<file path="config.mk">
export PLATFORM = sky130hd
export DESIGN_NAME = allm_ram
export DESIGN_NICKNAME = d
export VERILOG_FILES = /design/src/rtl/core/allm_ram.sv
export SDC_FILE = /design/constraint.sdc
export NUM_CORES = 2
export LEC_CHECK = 0
export BUFFER_PORTS_ARGS = -buffer_cell sky130_fd_sc_hd__buf_2
export CAP_MARGIN = 30
export CORE_UTILIZATION = 30
export CTS_BUF_LIST = sky130_fd_sc_hd__clkbuf_2
export DETAILED_ROUTE_END_ITERATION = 10
export PLACE_DENSITY = 0.53
export SLEW_MARGIN = 30
export SYNTH_ARGS = -nofsm -noshare
export SYNTH_HDL_FRONTEND = slang
export SYNTH_SLANG_ARGS = --single-unit
</file>
<file path="constraint.sdc">
create_clock -name i_clk -period 4.7 [get_ports i_clk]
set_input_delay 0.235 -clock i_clk [delete_from_list [all_inputs] [get_ports i_clk]]
set_output_delay 0.235 -clock i_clk [all_outputs]
set_load 0.02 [all_outputs]
</file>
<file path="src/rtl/core/allm_ram.sv">
// Generic single write port RAM with one registered read port.
module allm_ram #(
    parameter int WIDTH = 8,
    parameter int DEPTH = 256,
    localparam int AddrW = $clog2(DEPTH)
) (
    input  logic             i_clk,
    input  logic             i_we,
    input  logic [AddrW-1:0] i_waddr,
    input  logic [WIDTH-1:0] i_wdata,
    input  logic [AddrW-1:0] i_raddr,
    output logic [WIDTH-1:0] o_rdata
);

    logic [WIDTH-1:0] r_mem [DEPTH];
    logic [WIDTH-1:0] r_rdata;

    always_ff @(posedge i_clk) begin
        if (i_we) begin
            r_mem[i_waddr] <= i_wdata;
        end
        r_rdata <= r_mem[i_raddr];
    end

    assign o_rdata = r_rdata;

endmodule

</file>
# After elaboration in Yosys (flattened, before gate mapping)
# Memories as Yosys holds them, arrays and structs flattened. A register that Yosys moved wholly into a read port is not among the register bits.
# Cells that the tools add are included.
# W data, S select, Z words.
[classes]
n_mux = 2
[op_table]
columns = ["operator", "count"]
rows = [
  ["$mux W1", 2],
]
[totals]
word_cells = 3
mem_count = 1
reg_bits = 0
mem_bits_rw = 2048
[memory_table]
columns = ["memory", "words", "word_bits", "read_ports", "rd_clocked_by_memory_dff", "write_ports", "line_no", "rtl"]
rows = [
  ["r_mem", 256, 8, 1, 1, 1, "15", "logic [WIDTH-1:0] r_mem [DEPTH];"],
]

# Longest topological paths before layout
[logic_depth]
word_depth = 2
ltp_mapped = 11
depth_no_buf = 6

# Worst setup path after synthesis
# No wires, ideal clock.
[synth_path]
path_kind = "input port to flip-flop"
from = "input i_raddr[0]"
to = "register r_rdata[2], in the netlist o_rdata[2], read port of r_mem"
slack_ns = 2.527
cell_stages = 9
t_required_ns = 4.569
t_arrival_ns = 2.042
path_cell_list = "buf_6 buf_12 buf_8 buf_2 mux4_2 a22oi_1 a21oi_1 nor4_1 nor4_2"
[synth_rtl]
columns = ["item", "line_no", "rtl"]
rows = [
  ["start: declaration", "11", "input logic [AddrW-1:0] i_raddr,"],
  ["end: declaration", "16", "logic [WIDTH-1:0] r_rdata;"],
]

==> flow_summary.json <==
{
  "use_met2": 0.258,
  "coreArea_sq_mm": 0.263,
  "p_leak_nw": 28.2,
  "antenna_found_initial": 19,
  "grt_pass1_vias": 42600,
  "viasPerCell": 5.02,
  "clock_latency_ps": 1820,
  "start_util": 0.303,
  "rsz0062_at_grt": "no",
  "crit_arrival_ps": 6320,
  "cts_buffers": 545,
  "grt_max_degree": 150,
  "regArea_sq_mm": 0.0617,
  "syn_nets": 3759,
  "synthArstFlopShare": 0,
  "status": "complete, no violations",
  "syn_area_per_cell_sq_um": 21.3,
  "clkTransAtPathRegs_ps": 110,
  "nets": 4326,
  "die_h_microns": 517,
  "drtAntennaViolNets": 0,
  "drv_cap": 0,
  "ioPinCount": 34,
  "ys_seq_area_frac": 0.775,
  "critPathKind": "primary input to flip-flop",
  "grt-ovfl-total": 0,
  "cts_tree": "done",
  "synth_area_sq_mm": 0.0796,
  "vias": 41000,
  "clockBufferDepth": 4,
  "finClkSkew_ps": 160,
  "fin_crit_sh": 0.979,
  "critical_path.max_fanout": 11,
  "setup_viol": 0,
  "fin_ws_ps": 98.0,
  "fin_cells": 8168,
  "top_usage_layer": "met2",
  "drive_above_1_share": 0.319,
  "dieArea_sq_mm": 0.267,
  "met1_usage": 0.220,
  "relSlewSlack": 0.185,
  "gr-usage-all-layers": 0.163,
  "drc_errors": 0,
  "tns_ps": 0,
  "syn_inst": 3733,
  "rows": 188,
  "final_area_sq_mm": 0.0898,
  "min_path_type": "primary input to flip-flop",
  "fp.dieW_microns": 517,
  "ys_ff_latch": 2056,
  "wl_per_cell_microns": 26.8,
  "period_minus_slack_ps": 4600,
  "first_pass_iters": 5,
  "max_freq_ghz": 0.217,
  "dp_hpwl_mm": 130,
  "pre_cts_ws_ps": 928,
  "synth-edff-count": 2048,
  "drt-initial-drc-count": 4045,
  "worstMarginPinSlew_ps": 1220,
  "wirelength_mm": 219,
  "grt_pass1_wl_mm": 312,
  "clock-sinks": 2056,
  "synth-main-ff-cell": "edfxtp_1",
  "area_growth_pct": 12.9,
  "root_buffer": "clkbuf_2",
  "placed_area_sq_mm": 0.0842,
  "peakVddDrop_v": 0.000263,
  "yosysWarnings": 0,
  "synth.distinct_cells": 55,
  "powerDensity_mw_per_mm2": 381,
  "place.gp.congestion": 0.802,
  "dpl.cell_count": 7171,
  "gr-usage-met3": 0.0372,
  "htree_levels": 6,
  "start_kind": "primary input",
  "hold_viol": 0,
  "multi_input_area_sq_mm": 0.0166,
  "required_ps": 6420,
  "postLayoutCoreUtil": 0.342,
  "cp-end-kind": "flip-flop",
  "slew_violations": 0,
  "io_buffers": 33,
  "fillers": 25200
}
kinds of logic (layout without fill, tap and decap cells):
family | after synthesis | count (layout) | synth area share
buffers and inverters | 235 | 1140 | 0.0183
AOI/OAI and AO/OA | 385 | 385 | 0.0342
muxes | 591 | 591 | 0.146
other | 0 | 15 | 0
DFF | 2056 | 2056 | 0.775
and+or+nand+nor | 466 | 466 | 0.0263
cells in the final DEF, fill, tap and decap left out, types with 5 or more instances in the layout:
master / netlist / final
nor2_1: 282 / 270
nor2b_1: 31 / 28
nand2b_1: 8 / 6
and2_1: 6 / 5
a22oi_1: 133 / 133
mux2i_1: 134 / 134
mux4_2: 454 / 454
nor3_1: 22 / 22
o22a_1: 5 / 5
o21ai_0: 10 / 10
o221ai_1: 46 / 46
diode_2: 0 / 15
nand4_1: 10 / 10
clkinvlp_4: 0 / 5
a22o_1: 8 / 8
nor4_1: 24 / 20
nor4_2: 3 / 7
clkinv_1: 1 / 65
buf_4: 27 / 95
a221oi_1: 13 / 13
edfxtp_1: 2048 / 2048
dlygate4sd3_1: 0 / 88
o211ai_1: 10 / 10
nand2_1: 33 / 32
buf_16: 0 / 9
nand3_1: 34 / 34
nor2_2: 0 / 9
buf_8: 13 / 11
o22ai_1: 28 / 28
a211oi_1: 16 / 15
inv_2: 0 / 13
bufinv_16: 0 / 6
buf_12: 8 / 28
dfxtp_1: 8 / 8
clkbuf_2: 0 / 787
clkinv_2: 0 / 9
buf_2: 31 / 21
a21oi_1: 96 / 95
routing by layer:
layer | vias to the layer above | wire [microns]
met5 | - | 38
met4 | 6 | 6350
met3 | 398 | 15100
met2 | 1697 | 104000
met1 | 21800 | 93100
li1 | 17100 | -
sequential cells by signal (all words and copies together) (netlist names):
name / cells
r_mem: 2048
o_rdata: 8
path summary, 6_finish.rpt:
kind / from / to / slack (ps) / cells past startpoint
max: i_raddr[4] / o_rdata[3] / 100 / 14
min: i_waddr[3] / r_mem[45][3] / 170 / 4
max reg2reg: r_mem[43][3] / o_rdata[3] / 140 / 10
min reg2reg: r_mem[94][7] / o_rdata[7] / 1240 / 6
synth_stat cells (all sizes together) (10+ instances only):
cell type | count | area share
nand2 | 33 | 0.0016
nand4 | 10 | 0.00079
o211ai | 10 | 0.00094
o21ai | 12 | 0.00075
o22ai | 28 | 0.0022
o221ai | 47 | 0.0053
mux2i | 134 | 0.017
a221oi | 14 | 0.0016
buf | 122 | 0.013
a21oi | 96 | 0.0060
clkbuf | 111 | 0.0052
nor2b | 31 | 0.0024
a22oi | 133 | 0.013
nor2 | 282 | 0.013
nor4 | 27 | 0.0024
nor3 | 22 | 0.0014
a211oi | 16 | 0.0015
nand3 | 34 | 0.0021
edfxtp | 2048 | 0.77
mux4 | 456 | 0.13
power breakdown:
group          switching [mW]  total, mW  internal, mW
Combinational            1.29       2.00         0.710
Sequential             0.0433       20.2          20.2
Clock                    7.22       12.0          4.74
through the flow:
stage	power [mW]	hold WS, ps
floorplan	21.6	334
global placement	22.5	714
detailed placement	22.6	728
CTS	34.6	11.7
global route	35.5	3.14
finish	34.2	168
timing repair:
item,4_1_cts,5_1_grt
buffers inserted,0,0
endpoints found under the setup margin,0,2
hold buffers,97,0
endpoints found under the hold margin,4104,0
resized for setup,0,1
worst max-delay path, cell delays in order:
cell           delay, ps
dlygate4sd3_1        590
buf_2                390
dlygate4sd3_1        750
buf_4                270
nand2b_2             450
a211oi_1              90
a311oi_1             330
dlygate4sd3_1        620
o221ai_1             130
dlygate4sd3_1        640
a211oi_2             370
dlygate4sd3_1        760
nor4_1                80
dlygate4sd3_1        580
area by class of cell:
cell class | count | area share
diodes | 15 | 0.000418
clock buffers | 787 | 0.0438
clock inverters | 98 | 0.00624
inverters | 2 | 0.0000836
multi-input cells | 1442 | 0.184
flip-flops and latches | 2056 | 0.686
well taps | 3515 | 0.0490
repair buffers | 253 | 0.0298
No activity file was read; power rests on OpenSTA's default activity.
